### config.mk
export PLATFORM = sky130hd
export DESIGN_NAME = ultrasonic_range_measure_core
export DESIGN_NICKNAME = d
export VERILOG_FILES = /design/src/design/urm_pkg.sv /design/src/design/ultrasonic_range_measure_core.sv /design/src/design/urm_ctrl.sv /design/src/design/urm_scale.sv
export SDC_FILE = /design/constraint.sdc
export NUM_CORES = 1
export LEC_CHECK = 0
export BUFFER_PORTS_ARGS = -buffer_cell sky130_fd_sc_hd__buf_2
export CAP_MARGIN = 40
export CELL_PAD_IN_SITES_DETAIL_PLACEMENT = 0
export CELL_PAD_IN_SITES_GLOBAL_PLACEMENT = 1
export CORE_MARGIN = 3
export CORE_UTILIZATION = 35
export CTS_BUF_LIST = sky130_fd_sc_hd__clkbuf_4 sky130_fd_sc_hd__clkbuf_8
export DETAILED_ROUTE_END_ITERATION = 6
export PLACE_DENSITY = 0.68
export SLEW_MARGIN = 10
export SYNTH_ARGS = -nofsm -noshare
export SYNTH_HDL_FRONTEND = slang
export SYNTH_SLANG_ARGS = --single-unit
### constraint.sdc
create_clock -name clk -period 4.66 [get_ports clk]
set_input_delay 0.233 -clock clk [delete_from_list [all_inputs] [get_ports clk]]
set_output_delay 0.233 -clock clk [all_outputs]
set_load 0.1 [all_outputs]
### src/design/urm_pkg.sv
// ----------------------------------------------------------------------------
// urm_pkg
// Shared types, constants and register codes of the ultrasonic ranging core.
// ----------------------------------------------------------------------------
package urm_pkg;

  // Width of the configuration registers and of the configuration data.
  localparam int REG_W = 12;
  localparam int IDX_W = 2;
  localparam int DIST_W = 13;

  localparam int COUNT_BITS_DEF = 12;

  localparam logic [REG_W-1:0] RISE_TIMEOUT_RST = 12'd2000;
  localparam logic [REG_W-1:0] MAX_ECHO_RST = 12'd3800;

  // Speed of sound in m/s; the echo covers the distance twice.
  localparam int SPEED_MPS = 346;
  localparam int MM_DIV = 100;

  // floor(count * 173 / 100) is taken as (count * SCALE_MUL) >> SCALE_SHIFT.
  // The rounding error stays below one part in a hundred for any 12-bit count.
  localparam int SCALE_SHIFT = 24;
  localparam int SCALE_MUL_W = 25;
  localparam logic [63:0] SCALE_MUL_64 =
      ((64'(SPEED_MPS) / 64'd2) * (64'd1 << SCALE_SHIFT) + 64'(MM_DIV) - 64'd1)
      / 64'(MM_DIV);
  localparam logic [SCALE_MUL_W-1:0] SCALE_MUL = SCALE_MUL_64[SCALE_MUL_W-1:0];

  typedef enum logic [IDX_W-1:0] {
    REG_RISE_TIMEOUT = 2'd0,
    REG_MAX_ECHO     = 2'd1
  } reg_idx_t;

  typedef enum logic [1:0] {
    ST_OK      = 2'd0,
    ST_RANGE   = 2'd1,
    ST_TIMEOUT = 2'd2
  } status_t;

  // Per-tick outcome handed from the sequencer to the distance scaler.
  typedef struct packed {
    logic             trigger;
    logic             done;
    status_t          status;
    logic [REG_W-1:0] count_lo;
  } tick_res_t;

endpackage

### src/design/ultrasonic_range_measure_core.sv
// ----------------------------------------------------------------------------
// ultrasonic_range_measure_core
// HC-SR04 style ranging core, one input transaction per 10 us tick.
// ----------------------------------------------------------------------------
// Each input transaction is one tick carrying a start request and the sampled
// echo level; each one yields exactly one result transaction with the trigger
// level, a done flag, the distance in millimetres and a status code. The core
// takes one tick per clock cycle while the output is not stalled: a tick passes
// an input register, the sequencer and the distance multiplier, and is
// registered in the output register once that is free or emptying. The
// single constant multiply between the sequencer state and the output register
// sets the clock limit. Configuration writes are taken at any time on cfg_we
// and act on ticks processed afterwards.
module ultrasonic_range_measure_core import urm_pkg::*; #(
  parameter int COUNT_BITS = COUNT_BITS_DEF
) (
  input  logic              clk,
  input  logic              rst_n,
  input  logic              in_valid,
  output logic              in_ready,
  input  logic              in_start_req,
  input  logic              in_echo,
  output logic              out_valid,
  input  logic              out_ready,
  output logic              out_trigger,
  output logic              out_done_res,
  output logic [DIST_W-1:0] out_distance_mm,
  output logic [1:0]        out_status,
  input  logic              cfg_we,
  input  logic [IDX_W-1:0]  cfg_index,
  input  logic [REG_W-1:0]  cfg_wdata
);

  logic [REG_W-1:0] rise_timeout_r;
  logic [REG_W-1:0] max_echo_r;

  logic in_valid_r;
  logic start_r;
  logic echo_r;
  logic advance;

  tick_res_t         res;
  logic [DIST_W-1:0] dist_mm;

  logic              out_valid_r;
  logic              trigger_r;
  logic              done_r;
  logic [DIST_W-1:0] dist_r;
  logic [1:0]        status_r;

  always_ff @(posedge clk) begin
    if (!rst_n) begin
      rise_timeout_r <= RISE_TIMEOUT_RST;
      max_echo_r     <= MAX_ECHO_RST;
    end else if (cfg_we) begin
      unique case (cfg_index)
        REG_RISE_TIMEOUT: rise_timeout_r <= cfg_wdata;
        REG_MAX_ECHO:     max_echo_r     <= cfg_wdata;
        default: ;
      endcase
    end
  end

  // The held tick moves on whenever the output register is free or emptying.
  assign advance  = in_valid_r && (!out_valid_r || out_ready);
  assign in_ready = !in_valid_r || advance;

  always_ff @(posedge clk) begin
    if (!rst_n) begin
      in_valid_r <= 1'b0;
    end else if (in_ready) begin
      in_valid_r <= in_valid;
    end
  end

  always_ff @(posedge clk) begin
    if (in_ready && in_valid) begin
      start_r <= in_start_req;
      echo_r  <= in_echo;
    end
  end

  urm_ctrl #(
    .COUNT_BITS(COUNT_BITS)
  ) u_ctrl (
    .clk           (clk),
    .rst_n         (rst_n),
    .step          (advance),
    .start_req     (start_r),
    .echo          (echo_r),
    .rise_timeout  (rise_timeout_r),
    .max_echo_ticks(max_echo_r),
    .res           (res)
  );

  urm_scale u_scale (
    .res        (res),
    .distance_mm(dist_mm)
  );

  always_ff @(posedge clk) begin
    if (!rst_n) begin
      out_valid_r <= 1'b0;
    end else if (advance) begin
      out_valid_r <= 1'b1;
    end else if (out_ready) begin
      out_valid_r <= 1'b0;
    end
  end

  always_ff @(posedge clk) begin
    if (advance) begin
      trigger_r <= res.trigger;
      done_r    <= res.done;
      dist_r    <= dist_mm;
      status_r  <= res.status;
    end
  end

  assign out_valid       = out_valid_r;
  assign out_trigger     = trigger_r;
  assign out_done_res    = done_r;
  assign out_distance_mm = dist_r;
  assign out_status      = status_r;

  // A tick cannot both fire the trigger and complete a measurement.
  a_trig_not_done: assert property (@(posedge clk) disable iff (!rst_n)
    out_valid |-> !(out_trigger && out_done_res))
    else $error("trigger and done in the same result");

  // Distance and status are only nonzero on a completing tick.
  a_idle_fields_zero: assert property (@(posedge clk) disable iff (!rst_n)
    out_valid && !out_done_res |-> out_distance_mm == '0 && out_status == ST_OK)
    else $error("result fields set without done");

  // An error status never carries a distance.
  a_err_no_dist: assert property (@(posedge clk) disable iff (!rst_n)
    out_valid && out_status != ST_OK |-> out_distance_mm == '0)
    else $error("distance reported with error status");

  // A delivered result with nothing behind it leaves the output empty.
  a_drain: assert property (@(posedge clk) disable iff (!rst_n)
    out_valid && out_ready && !advance |=> !out_valid)
    else $error("result repeated after delivery");

endmodule

### src/design/urm_ctrl.sv
// ----------------------------------------------------------------------------
// urm_ctrl
// Measurement sequencer: trigger, wait for echo rise, count echo ticks.
// ----------------------------------------------------------------------------
module urm_ctrl import urm_pkg::*; #(
  parameter int COUNT_BITS = COUNT_BITS_DEF
) (
  input  logic             clk,
  input  logic             rst_n,
  input  logic             step,
  input  logic             start_req,
  input  logic             echo,
  input  logic [REG_W-1:0] rise_timeout,
  input  logic [REG_W-1:0] max_echo_ticks,
  output tick_res_t        res
);

  typedef enum logic [1:0] {
    PH_IDLE = 2'd0,
    PH_WAIT = 2'd1,
    PH_MEAS = 2'd2
  } phase_t;

  localparam logic [COUNT_BITS-1:0] CNT_MAX = {COUNT_BITS{1'b1}};

  phase_t                phase_r, phase_nxt;
  logic [COUNT_BITS-1:0] rise_cnt_r, rise_cnt_nxt;
  logic [COUNT_BITS-1:0] echo_cnt_r, echo_cnt_nxt;
  logic                  timed_out_r, timed_out_nxt;

  always_comb begin
    phase_nxt     = phase_r;
    rise_cnt_nxt  = rise_cnt_r;
    echo_cnt_nxt  = echo_cnt_r;
    timed_out_nxt = timed_out_r;
    res           = '0;
    res.status    = ST_OK;
    res.count_lo  = echo_cnt_r[REG_W-1:0];
    unique case (phase_r)
      PH_WAIT: begin
        if (echo) begin
          phase_nxt     = PH_MEAS;
          echo_cnt_nxt  = COUNT_BITS'(1);
          timed_out_nxt = 1'b0;
        end else if (rise_cnt_r >= COUNT_BITS'(rise_timeout)) begin
          // Give up on the rise and measure anyway; the result reports it.
          phase_nxt     = PH_MEAS;
          echo_cnt_nxt  = '0;
          timed_out_nxt = 1'b1;
        end else if (rise_cnt_r != CNT_MAX) begin
          rise_cnt_nxt = rise_cnt_r + COUNT_BITS'(1);
        end
      end
      PH_MEAS: begin
        if (echo) begin
          if (echo_cnt_r != CNT_MAX) begin
            echo_cnt_nxt = echo_cnt_r + COUNT_BITS'(1);
          end
        end else begin
          res.done  = 1'b1;
          phase_nxt = PH_IDLE;
          if (timed_out_r) begin
            res.status = ST_TIMEOUT;
          end else if (echo_cnt_r >= COUNT_BITS'(max_echo_ticks)) begin
            res.status = ST_RANGE;
          end
        end
      end
      default: begin
        // Idle, and the unused phase code, which behaves as idle.
        phase_nxt = PH_IDLE;
        if (start_req) begin
          res.trigger  = 1'b1;
          rise_cnt_nxt = '0;
          phase_nxt    = PH_WAIT;
        end
      end
    endcase
  end

  always_ff @(posedge clk) begin
    if (!rst_n) begin
      phase_r     <= PH_IDLE;
      rise_cnt_r  <= '0;
      echo_cnt_r  <= '0;
      timed_out_r <= 1'b0;
    end else if (step) begin
      phase_r     <= phase_nxt;
      rise_cnt_r  <= rise_cnt_nxt;
      echo_cnt_r  <= echo_cnt_nxt;
      timed_out_r <= timed_out_nxt;
    end
  end

endmodule

### src/design/urm_scale.sv
// ----------------------------------------------------------------------------
// urm_scale
// Converts an echo length in ticks into millimetres by a constant multiply.
// ----------------------------------------------------------------------------
module urm_scale import urm_pkg::*; (
  input  tick_res_t         res,
  output logic [DIST_W-1:0] distance_mm
);

  localparam int PROD_W = REG_W + SCALE_MUL_W;

  logic [PROD_W-1:0] prod;

  assign prod = PROD_W'(res.count_lo) * PROD_W'(SCALE_MUL);

  // Only a completed, in-range measurement carries a distance.
  assign distance_mm = (res.done && res.status == ST_OK)
                       ? prod[SCALE_SHIFT +: DIST_W] : '0;

endmodule

# After elaboration in Yosys (flattened, before gate mapping)
# Cells that the tools add are included.
# W data, S select, Z words.
[totals] register_bits=72 input_bits=21 output_inout_bits=19 elab_cells=76
[op_classes] add_sub_neg=2 n_mul=1 order_cmp=2 n_eq_ne=12 n_mux=24 bitwise_logic=1 reduce_logical=20
[op_table] cell="$mux W12" count=8
[op_table] cell="$pmux W12 S2" count=2
[op_table] cell="$mul A12 B22 Y34 const B" count=1
[op_table] cell="$add A12 B1 Y12 const B" count=2
[op_table] cell="$ge A12 B12 Y1" count=2
[op_table] cell="$ne A12 B12 Y1 const B" count=2
[op_table] cell="$mux W2" count=4
[op_table] cell="$ne A2 B2 Y1 const B" count=4
[op_table] cell="$reduce_bool A2 Y1" count=4
[op_table] cell="$mux W1" count=7
[op_table] cell="$mux W3" count=2
[op_table] cell="$reduce_and A3 Y1" count=2
[op_table] cell="$reduce_and A6 Y1" count=1
[op_table] cell="$reduce_and A5 Y1" count=1
[op_table] cell="$eq A2 B1 Y1 const B" count=2
[op_table] cell="$logic_not A2 Y1" count=2
[op_table] cell="$ne A2 B1 Y1 const B" count=2
[op_table] cell="$pmux W2 S2" count=1
[op_table] cell="$reduce_and A2 Y1" count=2
[op_table] cell="$logic_and A1 B1 Y1" count=3
[op_table] cell="$ne A3 B2 Y1 const B" count=1
[op_table] cell="$eq A2 B2 Y1 const B" count=1
[op_table] cell="$logic_not A1 Y1" count=2
[op_table] cell="$logic_or A1 B1 Y1" count=2
[op_table] cell="other kinds (2)" count=2

# Depth between registers and ports, before layout
# Gate-level depths: netlist of the first run.
[logic_depth] word_depth=7 mapped_depth=18

# Cells and area by module
# A second synthesis of the first run with hierarchy kept.
[unflattened] hier_cells=892 hier_area_um2=8064.0
[by_module_without_submodules] module="urm_scale" n_inst=1 cells_each=494 area_per_inst_um2=4339.2 seq_area_each_um2=0.0
[by_module_without_submodules] module="urm_ctrl" n_inst=1 cells_each=273 area_per_inst_um2=2087.0 seq_area_each_um2=540.5
[by_module_without_submodules] module="ultrasonic_range_measure_core" n_inst=1 cells_each=125 area_per_inst_um2=1637.8 seq_area_each_um2=1091.0

# Least setup slack after synthesis of the first run
# Ideal clock, no wire load.
[synth_timing] path_type="register to register" start="reg u_ctrl.echo_cnt_r[10]" end="reg dist_r[10] (netlist: out_distance_mm[10]) (data pin)" t_arrival_ns=4.903 required_time_ns=4.397 setup_slack_ns=-0.506 path_stages_with_launch=19 n_path_buf=1 path_cell_list="dfxtp_1 > inv_1 > ha_1 > inv_1 > fa_1 > fa_1 > fa_1 > inv_1 > fa_1 > inv_1 > ha_1 > clkbuf_1 > and2_1 > and2_1 > a221oi_1 > o31ai_1 > a221oi_1 > o21ai_0 > mux2i_1"
[synth_between] elab_chain_cells=7
[synth_lines] item="start: declaration" line="urm_ctrl.sv:28" rtl="logic [COUNT_BITS-1:0] echo_cnt_r, echo_cnt_nxt;"
[synth_lines] item="start signal: assignment" line="urm_ctrl.sv:90" rtl="echo_cnt_r <= echo_cnt_nxt;"
[synth_lines] item="branches (longest 7 deep; another with $mul A12 B22 Y34)"
[synth_lines] item="end signal: assignment" line="ultrasonic_range_measure_core.sv:115" rtl="dist_r <= dist_mm;"
[synth_lines] item="end: declaration" line="ultrasonic_range_measure_core.sv:48" rtl="logic [DIST_W-1:0] dist_r;"
# Several ways; the timed one is not identified.
# A chain may end at the register's enable or synchronous reset.

# Worst setup path in the final report of the first run
[layout_timing] start="reg u_ctrl.echo_cnt_r[6]" end="reg dist_r[10] (netlist: out_distance_mm[10]) (data pin)"
# Same word-level chain as after synthesis.

==> run_results.csv, run 1 <==
group,metric,value,unit
clocking,cts-htree-levels,3,
sta,post-route-min-period,4640,ps
global_routing,grt_max_degree,34,
routing,num_vias,5999,
clocking,cts_buffers,9,
global_routing,grtUsageTotal,16.5,%
yosys,synth_edf_count,19,
setup_path,r2r_start,"u_ctrl.echo_cnt_r[6]",
floorplan,rows,53,
min_path,hold_start,"in_start_req",
placed_design,dpl.hpwl,15.8,mm
floorplan,coreArea,21200,sq um
min_path,hold_class,"in -> reg",
routing,detail_route.wl_per_cell,15.2,um
yosys,synth_cells,847,
yosys,synth.distinct_cells,51,
yosys,avgSynthCellArea,9.02,sq um
yosys,syn_nets,1070,
clocking,clockBufferDepth,2,
routing,avgViaCountPerCell,4.78,
yosys,syn_area,7640,sq um
power,worst_ir_drop_vdd,107,uV
floorplan,boundaryPins,40,
yosys,synth_top_flop_cell,"dfxtp_1",
finish,post-route-util,44.5,%
clocking,tritoncts,"done",
yosys,ys_ff_latch,72,
power,power.leakage,4.56,nW
clocking,insertion_delay,380,ps
routing,wl,19.1,mm
global_routing,grt_pass1_wl,31.3,mm
placed_design,place_inst,1231,
finish,area_growth,23.5,%
power,pwr_density_cell,145,nW/um^2
clocking,clk_pin_slew_worst_paths,90,ps
global_routing,gr-total-overflow,0,
finish,instances_no_fill,1256,
sta,drv_slew,0,
clocking,cts_root_buffer,"clkbuf_8",
sta,setup_viol,0,
setup_path,critPathArrivalTime,4770,ps
sta,max_freq,0.216,GHz
routing,drt-pass1-iter-count,4,
placed_design,place_congestion,0.836,
sta,tightestPinTransition,793,ps
floorplan,die_h,154,um
setup_path,critPathKind,"reg -> reg",
yosys,synthArstFlopShare,0,%
status,status,"completed",
placed_design,io_buffers,39,
global_routing,grt_pass1_vias,6133,
yosys,synth.yosys.seq_area_share,21.3,%
finish,layout-drive-gt1-share,22.9,%
finish,antenna_cells,0,
finish,num-nets-final,1199,
clocking,cts_hold_buf,0,
clocking,cts_num_sinks,72,
sta,relSlewSlack,46.7,%
routing,dr.first_iter.drc_count,215,
sta,rsz0062_at_grt,"yes",
floorplan,die_x,154,um
floorplan,initial_core_util,36.0,%
sta,finalCritPeriodShare,99.6,%
routing,drcViolationCount,0,
setup_path,critical_path_required,4790,ps
yosys,yosys_warnings,0,
global_routing,antenna_found_initial,0,
setup_path,critPathLaunchType,"flop",
setup_path,worstPathMaxFanout,3,
sta,hold_violations,0,
floorplan,die_area,23600,sq um
setup_path,end_kind,"flop",
routing,postRouteAntennaNets,0,
sta,fin_skew,15.2,ps
flow_run,maxCapViolCount,0,
setup_path,crit_start,"u_ctrl.echo_cnt_r[6]",
cell usage in the layout (no fill, tap or decap), drive strengths merged, types with 17 or more instances in the layout:
| cell type | n |
|---|---|
| inv | 183 |
| buf | 136 |
| ha | 125 |
| fa | 77 |
| nand2 | 71 |
| dfxtp | 53 |
| a21oi | 48 |
| nor2 | 46 |
| o21ai | 31 |
| edfxtp | 19 |
| o211ai | 17 |
logic make-up after synthesis:
family	count (synthesis)	synth area share (%)
fa+ha+maj	202	40.6
buf+inv	198	9.85
simple gates	192	12.0
compound gates	157	13.1
flops	72	21.3
xor+xnor	21	2.41
mux	5	0.655
state kept, by name (all words and copies together) (netlist names), 2 cells and up:
register / count
max_echo_r: 12
u_ctrl.echo_cnt_r: 12
rise_timeout_r: 12
u_ctrl.phase_r: 2
out_distance_mm: 13
out_status: 2
u_ctrl.rise_cnt_r: 12
Yosys cell counts (all sizes together), types with 3 or more instances:
cell type	n	area, sq um
fa	77	1540
xnor2	15	131
nand2b	7	43.8
edfxtp	19	571
nand2	71	267
inv	180	676
nor2	46	173
and2	5	31.3
or3	8	55.1
a221oi	3	26.3
a21o	15	113
o31ai	8	60.1
a21boi	12	90.1
o21bai	4	30.0
xor2	6	52.6
buf	3	21.3
nor3	4	20.0
o21ai	31	155
nor2b	5	31.3
and3	4	25.0
and4	3	26.3
mux2i	5	50.1
dfxtp	53	1060
ha	125	1560
o211ai	17	128
a21oi	48	240
clkbuf	15	56.3
nand4	11	68.8
a211oi	6	45.0
nand3	14	70.1
or4	6	45.0
power breakdown:
group / leakage [nW] / switching, mW / internal, mW
combinational: 3.84 / 0.112 / 0.0383
clock: 0.109 / 0.284 / 0.270
sequential: 0.613 / 0.00727 / 0.655
timing repair:
item | CTS | global route
gates resized for setup | 25 | 49
gates cloned | 0 | 0
pin swaps | 18 | 20
setup buffers | 4 | 5
setup endpoints to repair | 11 | 11
worst paths after layout:
check / to / slack [ps] / cells past startpoint
worst min-delay path: start_r / 40 / 1
worst min register to register: rise_timeout_r[11] / 460 / 2
worst max register to register: out_distance_mm[10] / 20 / 17
worst max-delay path: out_distance_mm[10] / 20 / 17
through the flow:
step                      area (sq um)  hold WS (ps)  TNS (ps)  power (mW)  setup WS, ps
after detailed placement          8850           411     -1270       0.829          -235
after global placement            8840           411      -972       0.828          -199
after floorplan                   7720           332      -173       0.789         -98.8
final                             9440          39.3         0        1.37          20.5
after CTS                         9200          4.88     -53.7        1.39         -30.2
after global routing              9440          8.48      -725        1.43          -184
routing by layer:
metal	GRT usage, %	wire length, um
met3	2.90	510
met4	3.45	163
met1	21.6	8810
met5	0	0
met2	28.8	9610
layout make-up:
cell class	count	area, sq um
multi-input combinational	577	5590
sequential	72	1660
clock inverter	6	73.8
timing repair buffer	136	961
clock buffer	10	138
fill	2072	11800
tap	275	344
inverter	180	676
worst max-delay path, cell delays in order, from the launching register on:
cell and delay, ps:
dfxtp_4 370, buf_6 120, ha_4 240, buf_4 140
fa_1 550, fa_1 440, fa_1 540, inv_1 50
fa_1 510, inv_2 50, ha_4 210, and2_4 160
and2_4 140, a221oi_2 220, o31ai_2 140, a221oi_2 310
o21ai_1 110, mux2i_1 120
Note: power is estimated with default switching activity, not from simulation.
==> run 2, diff against run 1 <==
- SYNTH_HIERARCHICAL: default -> 1
==> run_results.csv, run 2 <==
group,metric,value,unit
sta,relSlewSlack,46.0,%
status,violations,"negative setup slack",
routing,detail_route.wl_per_cell,15.6,um
clocking,cts-htree-levels,3,
yosys,yosysMostFrequentCell,"inv_1",
setup_path,path_cells,"inv_2 -> fa_1 -> fa_1 -> fa_1 -> inv_1 -> fa_1 -> inv_1 -> fa_1 -> inv_2 -> ha_4 -> a211oi_2 -> nor2_2 -> or4_4 -> a31oi_4 -> a21o_1 -> a21oi_1",
yosys,synth.yosys.seq_area_share,20.2,%
finish,instances_no_fill,1301,
routing,drcViolationCount,0,
routing,wl_met3,820,um
power,total_power,1.30,mW
yosys,ys_ff_latch,72,
power,switching_share,31.0,%
clocking,clk_pin_slew_worst_paths,90,ps
sta,finalCritPeriodShare,103,%
floorplan,boundaryPins,40,
sta,hold_violations,0,
finish,largest_reg_flops,13,
clocking,clockBufferDepth,2,
placed_design,dp_slack,-179,ps
setup_path,end_kind,"flop",
yosys,avgSynthCellArea,9.04,sq um
routing,drt-pass1-iter-count,4,
power,pwr-share-seq,50.7,%
routing,avgViaCountPerCell,4.95,
finish,post-route-util,44.3,%
power,worst_ir_drop_vdd,104,uV
clocking,cts_buffers,9,
routing,wl_met2,9.02,mm
clocking,cts_hold_buf,0,
routing,postRouteAntennaNets,0,
floorplan,die_h,158,um
finish,final_common_cell,"inv_1",
clocking,cts_root_buffer,"clkbuf_8",
finish,seqCellArea,1660,sq um
routing,num_vias,6443,
yosys,yosys_warnings,6,
yosys,synth_cells,892,
setup_path,critical_path_required,4770,ps
setup_path,critPathMostFrequentCell,"fa_1",
placed_design,place_congestion,0.858,
power,p_switching,404,uW
yosys,synth.distinct_cells,66,
clocking,tritoncts,"done",
sta,rsz0062_at_grt,"yes",
floorplan,die_area,24900,sq um
sta,drv_slew,0,
sta,layout_setup_ws,-118,ps
setup_path,worst_path_max_delay_cell,"or4_4",
min_path,hold_class,"in -> reg",
global_routing,antenna_found_initial,0,
routing,dr.first_iter.drc_count,323,
yosys,yosys-top-cells-area,"ha_1 20%, fa_1 19%, dfxtp_1 13%",
setup_path,max_stage_delay,560,ps
sta,max_freq,0.209,GHz
floorplan,die_x,158,um
setup_path,critPathArrivalTime,4890,ps
routing,wl_met1,10.3,mm
sta,tightestPinTransition,802,ps
yosys,synth_common_cells,"175 x inv_1, 127 x ha_1, 77 x fa_1, 70 x nand2_1, 53 x dfxtp_1",
global_routing,grt_pass1_wl,33.4,mm
yosys,syn_nets,1117,
placed_design,dpl.hpwl,16.8,mm
setup_path,critPathLaunchType,"flop",
finish,layout-drive-gt1-share,22.7,%
yosys,synth_edf_count,19,
floorplan,initial_core_util,36.3,%
routing,wl,20.3,mm
power,intPower,899,uW
floorplan,rows,54,
floorplan,coreArea,22200,sq um
placed_design,place_inst,1278,
placed_design,io_buffers,39,
yosys,post-synth-top-area-cell,"ha_1",
clocking,cts_num_sinks,72,
flow_run,maxCapViolCount,0,
power,power.leakage,4.90,nW
sta,fin_skew,12.3,ps
power,pwr_density_cell,132,nW/um^2
global_routing,grt_pass1_vias,6304,
finish,antenna_cells,0,
finish,fillers,2181,
global_routing,grt_max_degree,37,
power,clockPowerShare,37.8,%
sta,setup_viol,5,
clocking,insertion_delay,380,ps
setup_path,critPathKind,"reg -> reg",
yosys,synth_top_flop_cell,"dfxtp_1",
routing,top_layer,"met4",
power,combPwrFrac,11.5,%
yosys,synthArstFlopShare,0,%
sta,post-route-min-period,4780,ps
sta,holdWs,32.7,ps
yosys,synth_top_area_share,19.7,%
setup_path,worstPathMaxFanout,4,
finish,area_growth,22.0,%
status,status,"finished, violations left",
yosys,syn_area,8060,sq um
global_routing,gr-total-overflow,0,
finish,multi_input_area,6060,sq um
finish,final_cell_mix,"165 x inv_1, 113 x ha_1, 81 x buf_4",
global_routing,grtUsageTotal,17.0,%
finish,num-nets-final,1241,
## run 2: changes by cell type after synthesis, moves of 7 or more
cell / change
a21o_1: -7
a21boi_0: -9
nor3_1: +12
and3_1: +7
nor2b_1: +15
a21oi_1: -12
xnor2_1: -10
o21ai_0: +7
a31oi_1: +11
nand3_1: +11
mux2i_1: +25
nor2_1: -8
## run 2: timing repair
action                                  4_1_cts  5_1_grt
gates resized for setup                      19       58
pin swaps                                     9       31
hold endpoints to repair                      0        0
endpoints found under the setup margin        9       12
buffers inserted                              3        4
## run 2: cell type report
type	count	share of cell area (%)
multi-input combinational	628	61.6
sequential	72	16.9
timing repair buffer	130	9.43
inverter	175	6.67
tap	280	3.56
clock buffer	9	1.26
clock inverter	7	0.598
## run 2: cells by family (layout without fill, tap and decap cells)
logic type | after synthesis | count (layout) | synth area share [%]
compound gates | 149 | 149 | 12.1
buf+inv | 192 | 321 | 9.29
flops | 72 | 72 | 20.2
xor+xnor | 7 | 7 | 0.760
mux | 30 | 30 | 3.72
fa+ha+maj | 204 | 204 | 38.8
simple gates | 238 | 238 | 15.1
## run 2: power groups by stage
| stage | logic [mW] | clock network (mW) | registers [mW] |
|---|---|---|---|
| floorplan | 0.0698 | 0 | 0.719 |
| global placement | 0.148 | 0 | 0.676 |
| detailed placement | 0.150 | 0 | 0.676 |
| CTS | 0.151 | 0.509 | 0.662 |
| global route | 0.165 | 0.536 | 0.663 |
| finish | 0.150 | 0.492 | 0.661 |
## run 2: critical path: cells and delay by family (launching register included)
kind            cells  cell delay (ps)
compound gates      4              560
fa+ha+maj           6             2750
buf+inv             4              190
flops               1              370
simple gates        2              630
## run 2: through the flow
| stage | TNS, ps | area [sq um] |
|---|---|---|
| 4_1_cts | -253 | 9550 |
| 3_3_place_gp | -775 | 9230 |
| 6_report | -320 | 9840 |
| 5_1_grt | -1630 | 9840 |
| 3_5_place_dp | -956 | 9250 |
| 2_1_floorplan | -52.6 | 8150 |
## run 2: path summary, 6_finish.rpt
| check | from | to | slack, ps | depth (start not counted) |
|---|---|---|---|---|
| max | u_ctrl/echo_cnt_r[6] | out_distance_mm[10] | -120 | 16 |
| min | in_start_req | start_r | 30 | 1 |
| max reg2reg | u_ctrl/echo_cnt_r[6] | out_distance_mm[10] | -120 | 16 |
| min reg2reg | rise_timeout_r[11] | rise_timeout_r[11] | 460 | 2 |
## run 2: per-layer routing
metal	vias to the layer above	global-route usage (%)
li1	3264	-
met4	0	3.35
met3	13	3.58
met5	-	0
met2	95	25.9
met1	3071	25.0
